## src/hw/rtl/slmd_pkg.sv

```systemverilog
// Package of the segment LCD driver: action codes, pattern type and the
// seven-segment table. No dependencies.
`default_nettype none

package slmd_pkg;

    localparam logic [1:0] ACT_TICK    = 2'd0;
    localparam logic [1:0] ACT_SET_MIN = 2'd1;
    localparam logic [1:0] ACT_SET_SEC = 2'd2;

    localparam logic [6:0] VALUE_MAX = 7'd99;

    typedef logic [3:0][7:0] t_pattern;

    localparam t_pattern PATTERN_RESET = {8'h04, 8'h00, 8'h00, 8'h00};

    // Segment code of a decimal digit, bit 0 = a through bit 6 = g.
    function automatic logic [6:0] seven_seg(input logic [3:0] digit);
        logic [6:0] code;
        case (digit)
            4'd0: code = 7'h3f;
            4'd1: code = 7'h06;
            4'd2: code = 7'h5b;
            4'd3: code = 7'h4f;
            4'd4: code = 7'h66;
            4'd5: code = 7'h6d;
            4'd6: code = 7'h7d;
            4'd7: code = 7'h07;
            4'd8: code = 7'h7f;
            4'd9: code = 7'h6f;
            default: code = 7'h00;
        endcase
        return code;
    endfunction

endpackage

`default_nettype wire

```

## src/hw/rtl/slmd_pattern_upd.sv

```systemverilog
// Next value of the four common patterns for one item; only set items change them.
// Depends on slmd_pkg for the pattern type, action codes and segment table.
`default_nettype none

module slmd_pattern_upd (
    input  wire slmd_pkg::t_pattern i_pattern,
    input  wire logic [1:0]         i_action,
    input  wire logic [6:0]         i_value,
    input  wire logic [1:0]         i_battery_level,
    input  wire logic               i_blink_off,
    output slmd_pkg::t_pattern      o_pattern
);

    logic [6:0]  value_c;
    logic [14:0] tens_prod;
    logic [3:0]  tens;
    logic [3:0]  ones;
    logic [6:0]  code_t;
    logic [6:0]  code_o;
    logic [3:0]  t_hi;
    logic [3:0]  t_lo;
    logic [3:0]  o_hi;
    logic [3:0]  o_lo;

    assign value_c   = (i_value > slmd_pkg::VALUE_MAX) ? slmd_pkg::VALUE_MAX : i_value;
    // Multiplying by 205 and dropping 11 bits divides by ten for values up to 99.
    assign tens_prod = 15'(value_c) * 15'd205;
    assign tens      = tens_prod[14:11];
    assign ones      = 4'(value_c - 7'(tens) * 7'd10);
    assign code_t    = slmd_pkg::seven_seg(tens);
    assign code_o    = slmd_pkg::seven_seg(ones);

    assign t_hi = {code_t[3], code_t[4], code_t[6], code_t[5]};
    assign t_lo = {1'b0, code_t[2], code_t[1], code_t[0]};
    assign o_hi = {code_o[3], code_o[4], code_o[6], code_o[5]};
    assign o_lo = {1'b0, code_o[2], code_o[1], code_o[0]};

    always_comb begin
        o_pattern = i_pattern;
        if (!i_blink_off) begin
            case (i_action)
                slmd_pkg::ACT_SET_MIN: begin
                    for (int c = 0; c < 4; c++) begin
                        o_pattern[c][7] = t_hi[c];
                        o_pattern[c][6] = t_lo[c];
                        o_pattern[c][5] = o_hi[c];
                        o_pattern[c][4] = o_lo[c];
                    end
                    o_pattern[3][6] = (i_battery_level == 2'd3);
                    o_pattern[3][4] = i_battery_level[1];
                end
                slmd_pkg::ACT_SET_SEC: begin
                    for (int c = 0; c < 4; c++) begin
                        o_pattern[c][3] = t_hi[c];
                        o_pattern[c][2] = t_lo[c];
                        o_pattern[c][0] = o_hi[c];
                        o_pattern[c][1] = o_lo[c];
                    end
                    o_pattern[3][2] = 1'b1;
                    o_pattern[3][1] = |i_battery_level;
                end
                default: begin
                    o_pattern = i_pattern;
                end
            endcase
        end
    end

endmodule

`default_nettype wire

```

## src/hw/rtl/segment_lcd_mux_driver.sv

```systemverilog
// Top level of the four-common segment LCD driver.
// Depends on slmd_pkg and slmd_pattern_upd.
//
// Input channel: i_valid / o_stall with i_action, i_value, i_battery_level
// and i_blink_off. A set-minutes or set-seconds transfer rewrites the common
// patterns (not with i_blink_off) and gives no result. A scan tick gives one
// result on the output channel o_valid / i_stall: o_seg_drive, o_com_index and
// o_com_level for the current of eight scan phases; the phase then advances.
// Every transfer lands in an input register. From there a set item rewrites
// the patterns, while a tick's result moves into the result register once
// that is free and shows on the output channel. One transfer per cycle
// is taken as long as the receiver keeps up. While a result waits under
// i_stall, set items still pass; a tick waits in the input register, and
// o_stall rises only then.
// Reset (i_rst_n low at a clock edge) clears the scan phase to zero, clears
// the patterns except the always-on S4 icon, and empties both registers.
`default_nettype none

module segment_lcd_mux_driver (
    input  wire logic       i_clk,
    input  wire logic       i_rst_n,
    input  wire logic       i_valid,
    output logic            o_stall,
    input  wire logic [1:0] i_action,
    input  wire logic [6:0] i_value,
    input  wire logic [1:0] i_battery_level,
    input  wire logic       i_blink_off,
    output logic            o_valid,
    input  wire logic       i_stall,
    output logic [7:0]      o_seg_drive,
    output logic [1:0]      o_com_index,
    output logic            o_com_level
);

    logic               r_in_valid;
    logic [1:0]         r_in_action;
    logic [6:0]         r_in_value;
    logic [1:0]         r_in_level;
    logic               r_in_blink;
    slmd_pkg::t_pattern r_pattern;
    slmd_pkg::t_pattern n_pattern;
    logic [2:0]         r_scan_phase;
    logic               r_out_valid;
    logic [7:0]         r_seg_drive;
    logic [1:0]         r_com_index;
    logic               r_com_level;

    logic       is_tick;
    logic       out_free;
    logic       proc;
    logic [7:0] cur_pat;

    assign is_tick  = (r_in_action == slmd_pkg::ACT_TICK);
    assign out_free = !r_out_valid || !i_stall;
    assign proc     = r_in_valid && (!is_tick || out_free);
    assign o_stall  = r_in_valid && !proc;
    assign cur_pat  = r_pattern[r_scan_phase[2:1]];

    slmd_pattern_upd u_upd (
        .i_pattern       (r_pattern),
        .i_action        (r_in_action),
        .i_value         (r_in_value),
        .i_battery_level (r_in_level),
        .i_blink_off     (r_in_blink),
        .o_pattern       (n_pattern)
    );

    always_ff @(posedge i_clk) begin
        if (!i_rst_n) begin
            r_in_valid   <= 1'b0;
            r_out_valid  <= 1'b0;
            r_pattern    <= slmd_pkg::PATTERN_RESET;
            r_scan_phase <= 3'd0;
        end else begin
            if (!o_stall) begin
                r_in_valid <= i_valid;
            end
            if (out_free) begin
                r_out_valid <= proc && is_tick;
            end
            if (proc) begin
                r_pattern <= n_pattern;
            end
            if (proc && is_tick) begin
                r_scan_phase <= r_scan_phase + 3'd1;
            end
        end
    end

    always_ff @(posedge i_clk) begin
        if (i_valid && !o_stall) begin
            r_in_action <= i_action;
            r_in_value  <= i_value;
            r_in_level  <= i_battery_level;
            r_in_blink  <= i_blink_off;
        end
        if (proc && is_tick) begin
            r_seg_drive <= r_scan_phase[0] ? cur_pat : ~cur_pat;
            r_com_index <= r_scan_phase[2:1];
            r_com_level <= !r_scan_phase[0];
        end
    end

    assign o_valid     = r_out_valid;
    assign o_seg_drive = r_seg_drive;
    assign o_com_index = r_com_index;
    assign o_com_level = r_com_level;

endmodule

`default_nettype wire

```

## config.mk

```make
export PLATFORM = sky130hd
export DESIGN_NAME = segment_lcd_mux_driver
export DESIGN_NICKNAME = d
export VERILOG_FILES = /design/src/hw/rtl/slmd_pkg.sv /design/src/hw/rtl/slmd_pattern_upd.sv /design/src/hw/rtl/segment_lcd_mux_driver.sv
export SDC_FILE = /design/constraint.sdc
export NUM_CORES = 1
export LEC_CHECK = 0
export ABC_CLOCK_PERIOD_IN_PS = 9300
export BUFFER_PORTS_ARGS = -buffer_cell sky130_fd_sc_hd__buf_2
export CORE_ASPECT_RATIO = 1.2
export CORE_MARGIN = 4
export CORE_UTILIZATION = 35
export CTS_CLUSTER_SIZE = 28
export DETAILED_ROUTE_END_ITERATION = 8
export SYNTH_ARGS = -nofsm -noshare
export SYNTH_HDL_FRONTEND = slang
export SYNTH_SLANG_ARGS = --single-unit
```

## constraint.sdc

```tcl
create_clock -name i_clk -period 9.3 [get_ports i_clk]
set_input_delay 0.93 -clock i_clk [delete_from_list [all_inputs] [get_ports i_clk]]
set_output_delay 0.93 -clock i_clk [all_outputs]
set_load 0.05 [all_outputs]
```

### Word level (Yosys, flattened, before mapping)

Memories as Yosys holds them, arrays and structs flattened.
Cells that the tools add are included.
Widths: inputs -> output; s select.

| cells by class | value |
|---|---|
| add/sub/neg operators | 2 |
| multiply operators | 2 |
| order comparisons | 2 |
| eq/ne operators | 3 |
| mux-type cells | 4 |
| bitwise gates (word level) | 2 |
| reductions and logical operators | 16 |

Operators with widths:

| operator | count |
|---|---|
| $bmux 8 s2 | 1 |
| $mux 8 | 2 |
| $mul 7x8->15 const B | 1 |
| $not 8->8 | 1 |
| $gt 7x7->1 const B | 1 |
| $mux 7 | 1 |
| $logic_not 1->1 | 6 |
| $reduce_and 3->1 | 2 |
| $eq 2x2->1 const B | 2 |
| $logic_and 1x1->1 | 4 |
| $mul 4x3->3 const B | 1 |
| $sub 4x4->4 | 1 |
| $add 3x1->3 const B | 1 |
| $lt 2x3->1 const B | 1 |
| $eq 2x1->1 const B | 1 |
| $logic_not 2->1 | 1 |
| $logic_or 1x1->1 | 2 |
| $reduce_or 2->1 | 1 |
| $not 1->1 | 1 |

| word-level totals | value |
|---|---|
| register bits after elaboration | 59 |
| bits in read-only memories | 224 |
| bits of input ports | 16 |
| output and inout port bits | 13 |
| logic and storage cells | 51 |
| memories | 2 |

Memories:

| name | depth | width | rd ports | clocked after Yosys merged registers in | write ports | RTL line | RTL |
|---|---|---|---|---|---|---|---|
| (name not given) | 16 | 7 | 1 | 0 | 0 | slmd_pkg.sv:20 | `case (digit)` |
| (name not given) | 16 | 7 | 1 | 0 | 0 | slmd_pkg.sv:20 |  |

### Longest topological paths before layout

Gate-level depths: netlist (run 1).

| depth | value |
|---|---|
| depth after elaboration | 8 |
| mapped depth | 22 |
| mapped depth without buffers | 22 |

### By module

Synthesis (run 1) repeated with hierarchy kept, for this count alone.

| unflattened totals | value |
|---|---|
| cell total of the unflattened synthesis | 459 |
| area, all modules | 4365.4 um^2 |

Modules (own cells, without submodules):

| module | instances | cells an instance | area each (um^2) | sequential area each (um^2) |
|---|---|---|---|---|
| segment_lcd_mux_driver | 1 | 208 | 2466.1 | 1431.4 |
| slmd_pattern_upd | 1 | 251 | 1899.3 | 0.0 |

### Worst setup path before layout (run 1)

No wires, ideal clock.

| path | value |
|---|---|
| path type | reg-to-reg |
| from | register r_in_value[4] |
| to | register r_pattern[1] (netlist bit) |
| setup time | 74 ps |
| arrival | 5237 ps |
| required time | 9226 ps |
| slack | 3989 ps |
| stages on the path, launching flop included | 21 |
| path buffers | 0 |
| period minus slack after synthesis | 5311 ps |
| cell sequence | edfxtp_1 nor3_1 nor2_1 or2_2 ha_1 inv_1 fa_1 inv_1 fa_1 ha_1 ha_1 a21oi_1 o21ai_1 a21oi_1 xor2_1 inv_1 fa_1 xnor2_1 xnor3_1 or3_1 a31oi_1 |

| on the way | value |
|---|---|
| longest elaborated chain between the ends | 6 |

RTL lines:

| item | RTL line | RTL |
|---|---|---|
| from (decl) | segment_lcd_mux_driver.sv:37 | `logic [6:0] r_in_value;` |
| from (signal assigned) | segment_lcd_mux_driver.sv:93 | `r_in_value <= i_value;` |
| $gt 7x7->1 | slmd_pattern_upd.sv:25 | `assign value_c = (i_value > slmd_pkg::VALUE_MAX) ? slmd_pkg::VALUE_MAX : i_value;` |
| $mux 7 * | slmd_pattern_upd.sv:25 |  |
| $mul 7x8->15 | slmd_pattern_upd.sv:27 | `assign tens_prod = 15'(value_c) * 15'd205;` |
| $mul 4x3->3 | slmd_pattern_upd.sv:29 | `assign ones = 4'(value_c - 7'(tens) * 7'd10);` |
| $sub 4x4->4 * | slmd_pattern_upd.sv:29 |  |
| $mem_v2 16x7 * | n/a |  |
| to (signal assigned) | segment_lcd_mux_driver.sv:72 | `r_pattern <= slmd_pkg::PATTERN_RESET;` |
| to (signal assigned) | segment_lcd_mux_driver.sv:82 | `r_pattern <= n_pattern;` |
| to (decl) | segment_lcd_mux_driver.sv:40 | `slmd_pkg::t_pattern r_pattern;` |

Every way passes the cells marked *; elsewhere a longest branch is shown, timed or not.
A chain may end at the register's enable or synchronous reset.

### Worst setup path after layout (run 1)

| path | value |
|---|---|
| from | register r_in_value[5] |
| to | register r_pattern[8] (netlist bit) |

The elaborated chain is that of the path after synthesis.

==> reports/metrics.csv, run 1 <==
stage,metric,value,unit
synthesis,postSynthAreaPerCell,10.2,um^2
routing,drtIter0Drc,207,
timing,rsz0062_at_grt,no,
routing,routed_via_density,5.33,
run,drv_cap,0,
routing,wl_per_cell,14.8,um
synthesis,synthTopCellsByCount,"ha_1, dfxtp_1, inv_1, o21ai_0",
layout,syn_to_final_growth,14.2,%
timing,fin_ws,3.25,ns
synthesis,yosys.area.top_type,dfxtp_1,
cts,clockRootBuffer,clkbuf_16,
cts,clock_path_buffers,2,
worst_setup_path,cp_max_fo,6,
global_routing,first_global_vias,2859,
worst_setup_path,start_kind,flip-flop,
routing,drt_wl_total,7870,um
global_routing,grt_overflow_total,0,
synthesis,yosysSeqAreaShare,0.369,
timing,max_freq,0.165,GHz
synthesis,synth_ff_type,dfxtp_1,
floorplanning,pin_count,29,
floorplanning,fp.dieH,122,um
timing,tns,0,ns
synthesis,synth_area_leaders,"dfxtp_1, edfxtp_1, ha_1",
synthesis,synth_edf_count,23,
routing,drt_pre_antenna_iters,4,
routing,num_vias,2828,
synthesis,synth.most_common_cell,ha_1,
floorplanning,core,10600,um^2
floorplanning,rows,41,
cts,cts_tree,done,
power_and_ir_drop,p_per_area,269,nW/um^2
layout,diodes,0,
timing,timing.slew.headroom,0.291,
global_routing,grt_max_degree,30,
cts,postCtsSetupBuffers,0,
worst_setup_path,endpoint_kind,flip-flop,
power_and_ir_drop,p_leak,1.78,nW
layout,nFillCells,1023,
cts,cts_buffers,9,
synthesis,postSynthCellCount,373,
routing,antenna_left,0,
status,outcome,"finished, final reports clean",
layout,num-nets-final,467,
synthesis,synth_nets,443,
placed_design,place_hpwl,6090,um
synthesis,yosysTopAreaCellShare,0.189,
routing,drc,0,
worst_setup_path,worstPathRequired,9.55,ns
placed_design,preCtsSetupSlack,3.26,ns
hold_path,hold_path_class,reg -> reg,
worst_setup_path,path_class,reg -> reg,
global_routing,antenna_found_initial,0,
timing,slew_violations,0,
floorplanning,initial_core_util,0.360,
cts,clock_latency,0.32,ns
synthesis,synth.distinct_cells,54,
floorplanning,die-area,12700,um^2
cts,cts.sinks,59,
global_routing,grt_pass1_wl,13600,um
global_routing,grt.total_usage,0.137,
synthesis,postSynth.asyncResetShare,0,
timing,finClkSkew,0.00597,ns
worst_setup_path,arrival,6.30,ns
timing,tightest_slew,1.06,ns
synthesis,syn_area,3820,um^2
timing,final-setup-viol-count,0,
timing,final_hold_viol_count,0,
cts,cts_resized,0,
synthesis,yosys_warnings,0,
layout,layout-drive-gt1-share,0.159,
placed_design,io_buffers,28,
timing,period_minus_slack,6.05,ns
placed_design,gp_congestion,0.851,
synthesis,synth-seq-cells,59,
cts,htree_levels,3,
floorplanning,fp.dieW,103,um
cts,postCtsHoldBufs,0,
cts,clk_pin_slew,0.05,ns
power_and_ir_drop,vdd_drop_max,0.115,mV
timing,period_share,0.651,
[metrics by stage]
| step | utilization | cell area, um^2 | instances | total power, mW | hold slack [ns] |
|---|---|---|---|---|---|
| 6_report | 0.411 | 4370 | 531 | 1.17 | 0.470 |
| 3_3_place_gp | 0.384 | 4080 | 515 | 0.846 | 0.456 |
| 4_1_cts | 0.411 | 4370 | 531 | 1.18 | 0.473 |
| 2_1_floorplan | - | 3820 | 373 | 0.739 | 0.406 |
| 3_5_place_dp | 0.384 | 4080 | 515 | 0.856 | 0.467 |
| 5_1_grt | 0.411 | 4370 | 531 | 1.27 | 0.494 |
[layout by cell type (no fill, tap or decap), types with 2 or more instances in the layout]
cell | synthesis | routed
a21oi_1 | 23 | 23
buf_2 | 1 | 28
clkinvlp_4 | 0 | 2
nor2b_1 | 3 | 3
xor2_1 | 4 | 4
nand3_1 | 16 | 16
ha_1 | 45 | 45
nand2_1 | 20 | 20
o21ai_0 | 28 | 28
dfxtp_1 | 36 | 36
a22oi_1 | 2 | 2
xnor3_1 | 3 | 3
a31oi_1 | 8 | 8
a2bb2oi_1 | 2 | 2
or2_2 | 2 | 2
fa_1 | 9 | 9
buf_4 | 0 | 2
o31ai_1 | 2 | 2
clkbuf_16 | 0 | 9
o211ai_1 | 3 | 3
a2111oi_0 | 2 | 2
mux4_2 | 7 | 7
nor3_1 | 8 | 8
inv_1 | 30 | 30
nor2_1 | 23 | 23
xnor2_1 | 13 | 13
nor4_1 | 6 | 6
clkinv_1 | 0 | 2
a211oi_1 | 9 | 9
edfxtp_1 | 23 | 23
mux2i_1 | 3 | 3
[worst max-delay path, stage by stage (launching register included)]
cell and delay [ns]:
edfxtp_1 0.47, nand2_1 0.13, nor2_1 0.07, or2_2 0.31, ha_1 0.32, inv_1 0.06
fa_1 0.36, inv_1 0.08, fa_1 0.43, ha_1 0.31, ha_1 0.33, a21oi_1 0.35
o21ai_1 0.19, a21oi_1 0.17, xor2_1 0.31, inv_1 0.12, fa_1 0.45, xnor2_1 0.46
a21oi_1 0.21, a2111oi_0 0.58, nor2_1 0.11, a21oi_1 0.16
[registers in the layout, indices dropped and copies added (netlist names)]
register      flops
r_pattern        31
r_scan_phase      3
r_in_blink        1
o_com_level       1
o_com_index       2
o_valid           1
r_in_valid        1
r_in_level        2
r_in_value        7
o_seg_drive       8
r_in_action       2
[worst paths after layout]
kind / slack (ns) / from / cells after the start / end
hold reg to reg: 0.47 / r_pattern[30]$_SDFFE_PN0P_ / 2 / r_pattern[30]$_SDFFE_PN0P_
setup reg to reg: 3.25 / r_in_value[5]$_DFFE_PP_ / 21 / r_pattern[8]$_SDFFE_PN0P_
setup / recovery: 3.25 / r_in_value[5]$_DFFE_PP_ / 21 / r_pattern[8]$_SDFFE_PN0P_
hold / removal: 0.47 / r_pattern[30]$_SDFFE_PN0P_ / 2 / r_pattern[30]$_SDFFE_PN0P_
[per-layer routing]
layer	vias up	wire length, um	track usage
met3	10	296	0.0352
li1	1410	-	-
met2	57	4060	0.238
met1	1351	3390	0.165
met5	-	0	0
met4	0	119	0.0413
[area by class of cell]
cell class / count / area [um^2] / share of cell area
Inverter: 31 / 121 / 0.0278
Timing Repair Buffer: 30 / 155 / 0.0355
Clock inverter: 6 / 57.6 / 0.0132
Sequential cell: 59 / 1410 / 0.323
Multi-Input combinational cell: 266 / 2230 / 0.511
Tap cell: 129 / 161 / 0.0370
Clock buffer: 10 / 229 / 0.0524
[kinds of logic (layout without fill, tap and decap cells)]
group                    Yosys count  in the layout  share of synthesized area
AO/OA/AOI/OAI                     90             90                      0.154
AND/OR/NAND/NOR                   90             90                      0.117
flip-flops                        59             59                      0.369
adder cells (fa/ha/maj)           54             54                      0.194
buffers and inverters             48             77                     0.0488
XOR/XNOR                          21             21                     0.0638
multiplexers                      11             11                     0.0520
[power by group]
group	leakage [nW]	internal, mW	switching (mW)
Combinational	1.15	0.221	0.354
Sequential	0.502	0.278	0.00591
Clock	0.134	0.205	0.110
(Power assumes the default switching activity.)
==> inputs of run 2 (changes only) <==
--- a/config.mk
+++ b/config.mk
@@ -5,7 +5,7 @@
 export SDC_FILE = /design/constraint.sdc
 export NUM_CORES = 1
 export LEC_CHECK = 0
-export ABC_CLOCK_PERIOD_IN_PS = 9300
+export ABC_CLOCK_PERIOD_IN_PS = 5780
 export BUFFER_PORTS_ARGS = -buffer_cell sky130_fd_sc_hd__buf_2
 export CORE_ASPECT_RATIO = 1.2
 export CORE_MARGIN = 4
==> constraint.sdc (replaced) <==
create_clock -name i_clk -period 5.78 [get_ports i_clk]
set_input_delay 0.578 -clock i_clk [delete_from_list [all_inputs] [get_ports i_clk]]
set_output_delay 0.578 -clock i_clk [all_outputs]
set_load 0.05 [all_outputs]
==> reports/metrics.csv, run 2 (synthesized netlist as in run 1, its figures left out) <==
stage,metric,value,unit,change
hold_path,whs_path_depth,1,,was 2
global_routing,grt_util_met1,0.158,,was 0.165
cts,cts_buffers,9,,unchanged
floorplanning,core,10600,um^2,unchanged
worst_setup_path,start_kind,flip-flop,,unchanged
routing,drt_pre_antenna_iters,4,,unchanged
worst_setup_path,arrival,5.69,ns,was 6.30 ns
layout,layout-drive-gt1-share,0.221,,was 0.159
worst_setup_path,reg2reg_from,r_in_value[5]$_DFFE_PP_,,unchanged
routing,antenna_left,0,,unchanged
worst_setup_path,path_class,reg -> reg,,unchanged
power_and_ir_drop,internal_power,1.22,mW,was 0.704 mW
global_routing,first_global_vias,2774,,"was 2,859"
cts,htree_levels,3,,unchanged
cts,cts.sinks,59,,unchanged
worst_setup_path,startpoint,r_in_value[5]$_DFFE_PP_,,unchanged
layout,num-nets-final,481,,was 467
floorplanning,rows,41,,unchanged
run,drv_cap,0,,unchanged
timing,slew_violations,0,,unchanged
timing,period_minus_slack,5.43,ns,was 6.05 ns
placed_design,place_area,4130,um^2,was 4080 um^2
power_and_ir_drop,vdd_drop_max,0.209,mV,was 0.115 mV
worst_setup_path,path_cells,nand2_1 > and2_1 > ha_1 > inv_1 > fa_1 > inv_1 > ha_1 > fa_1 > ha_1 > o211ai_1 > or2_1 > mux2_4 > nand2_4 > ha_1 > fa_2 > xnor2_1 > buf_4 > xnor3_1 > or3_1 > a31oi_1,,was nand2_1 > nor2_1 > or2_2 > ha_1 > inv_1 > fa_1 > inv_1 > fa_1 > ha_1 > ha_1 > a21oi_1 > o21ai_1 > a21oi_1 > xor2_1 > inv_1 > fa_1 > xnor2_1 > a21oi_1 > a2111oi_0 > nor2_1 > a21oi_1
global_routing,met2_usage,0.233,,was 0.238
layout,final_common_cell,ha_1,,unchanged
routing,drc,0,,unchanged
worst_setup_path,r2r_cells,20,,was 21
power_and_ir_drop,switching_share,0.399,,was 0.401
cts,clock_path_buffers,2,,unchanged
worst_setup_path,crit_top_cell,ha_1,,was a21oi_1
layout,largest_reg_flops,31,,unchanged
status,outcome,"finished, final reports clean",,unchanged
hold_path,hold_path_startpoint,i_action[1],,was r_pattern[30]$_SDFFE_PN0P_
power_and_ir_drop,pwr-share-seq,0.225,,was 0.242
placed_design,place_hpwl,6070,um,was 6090 um
timing,final_hold_viol_count,0,,unchanged
routing,num_vias,2861,,"was 2,828"
layout,max_flop_register,r_pattern,,unchanged
layout,final_cell_mix,"ha_1, dfxtp_1, inv_1, buf_2, o21ai_0",,"was ha_1, dfxtp_1, inv_1, o21ai_0, buf_2"
timing,timing.slew.headroom,0.283,,was 0.291
global_routing,grt_max_degree,30,,unchanged
placed_design,io_buffers,28,,unchanged
power_and_ir_drop,power.share.combinational,0.524,,was 0.490
cts,clk_pin_slew,0.05,ns,about the same
routing,drt_wl_total,7870,um,about the same
timing,finClkSkew,0.00976,ns,was 0.00597 ns
floorplanning,initial_core_util,0.360,,unchanged
global_routing,antenna_found_initial,0,,unchanged
cts,clockRootBuffer,clkbuf_16,,unchanged
routing,drtIter0Drc,84,,was 207
layout,syn_to_final_growth,18.9,%,was 14.2%
timing,tns,0,ns,unchanged
worst_setup_path,cp_max_fo,4,,was 6
global_routing,grt.met3_usage,0.0318,,was 0.0352
power_and_ir_drop,p_leak,1.86,nW,was 1.78 nW
routing,routed_via_density,5.25,,was 5.33
timing,tightest_slew,1.07,ns,was 1.06 ns
placed_design,gp_congestion,0.762,,was 0.851
global_routing,grt_overflow_total,0,,unchanged
worst_setup_path,endpoint_kind,flip-flop,,unchanged
power_and_ir_drop,pwr-share-clk,0.250,,was 0.268
floorplanning,fp.dieH,122,um,unchanged
power_and_ir_drop,total_power,2.03,mW,was 1.17 mW
worst_setup_path,cp.depth,20,,was 21
timing,period_share,0.940,,was 0.651
layout,diodes,0,,unchanged
global_routing,grt_pass1_wl,13300,um,"was 13,600 um"
layout,nFillCells,1003,,"was 1,023"
timing,max_freq,0.184,GHz,was 0.165 GHz
worst_setup_path,critical-path-max-stage-delay,0.53,ns,was 0.58 ns
cts,postCtsHoldBufs,0,,unchanged
cts,clock_latency,0.33,ns,was 0.32 ns
routing,wl_per_cell,14.4,um,was 14.8 um
power_and_ir_drop,p_per_area,446,nW/um^2,was 269 nW/um^2
floorplanning,die-area,12700,um^2,unchanged
worst_setup_path,crit_path_top_delay_cell,fa_1,,was a2111oi_0
power_and_ir_drop,switching_power,0.810,mW,was 0.470 mW
hold_path,hold_path_class,in -> reg,,was reg -> reg
global_routing,grt.busiest_layer,met2,,unchanged
timing,final-setup-viol-count,0,,unchanged
worst_setup_path,crit_family,adder cells,,unchanged
cts,cts_tree,done,,unchanged
global_routing,grt.total_usage,0.133,,was 0.137
layout,design_area,4540,um^2,was 4370 um^2
worst_setup_path,worstPathRequired,6.03,ns,was 9.55 ns
floorplanning,pin_count,29,,unchanged
floorplanning,fp.dieW,103,um,unchanged
worst_setup_path,critPathBufInv,3,,unchanged
[run 2: area by class of cell]
type                    instances  area, um^2  area share
repair buffers                 44         260      0.0573
clock buffers                  10         229      0.0504
multi-input cells             266        2300       0.507
well taps                     129         161      0.0355
clock inverters                 6        57.6      0.0127
inverters                      31         121      0.0267
flip-flops and latches         59        1410       0.311
[run 2: final timing paths]
kind / slack, ns / to
min: 0.42 / r_in_action[1]$_DFFE_PP_
max: 0.35 / r_pattern[4]$_SDFFE_PN0P_
min reg2reg: 0.46 / r_pattern[30]$_SDFFE_PN0P_
max reg2reg: 0.35 / r_pattern[4]$_SDFFE_PN0P_
[run 2: metrics by stage]
stage | utilization | hold WS (ns) | std cells | worst slack [ns]
after global routing | 0.428 | 0.414 | 545 | -0.0215
after floorplan | - | 0.406 | 373 | 0.469
after detailed placement | 0.388 | 0.452 | 521 | 0.0703
after CTS | 0.415 | 0.416 | 537 | 0.0358
after global placement | 0.388 | 0.440 | 521 | 0.119
final | 0.428 | 0.424 | 545 | 0.346
[run 2: power groups by stage]
| stage | Combinational (mW) | Sequential (mW) | Clock (mW) |
|---|---|---|---|
| floorplan | 0.722 | 0.466 | 0 |
| global placement | 0.932 | 0.465 | 0 |
| detailed placement | 0.941 | 0.466 | 0 |
| CTS | 0.951 | 0.458 | 0.518 |
| global route | 1.18 | 0.458 | 0.534 |
| finish | 1.06 | 0.457 | 0.507 |
[run 2: repair_timing]
item / CTS / global route
endpoints found under the setup margin: 0 / 14
gates resized for setup: 0 / 18
setup buffers: 0 / 8
[run 2: worst register-to-register path, stage by stage (launching register included)]
cell and delay (ns):
edfxtp_1 0.40, nand2_1 0.09, and2_1 0.23, ha_1 0.36, inv_1 0.08, fa_1 0.53, inv_1 0.04, ha_1 0.30
fa_1 0.48, ha_1 0.32, o211ai_1 0.30, or2_1 0.17, mux2_4 0.19, nand2_4 0.08, ha_1 0.21, fa_2 0.36
xnor2_1 0.16, buf_4 0.17, xnor3_1 0.34, or3_1 0.37, a31oi_1 0.18
[run 2: per-layer routing]
layer / vias up / share of wire
li1: 1437 / -
met1: 1361 / 0.42
met2: 51 / 0.53
met3: 12 / 0.030
met4: 0 / 0.016
met5: - / 0
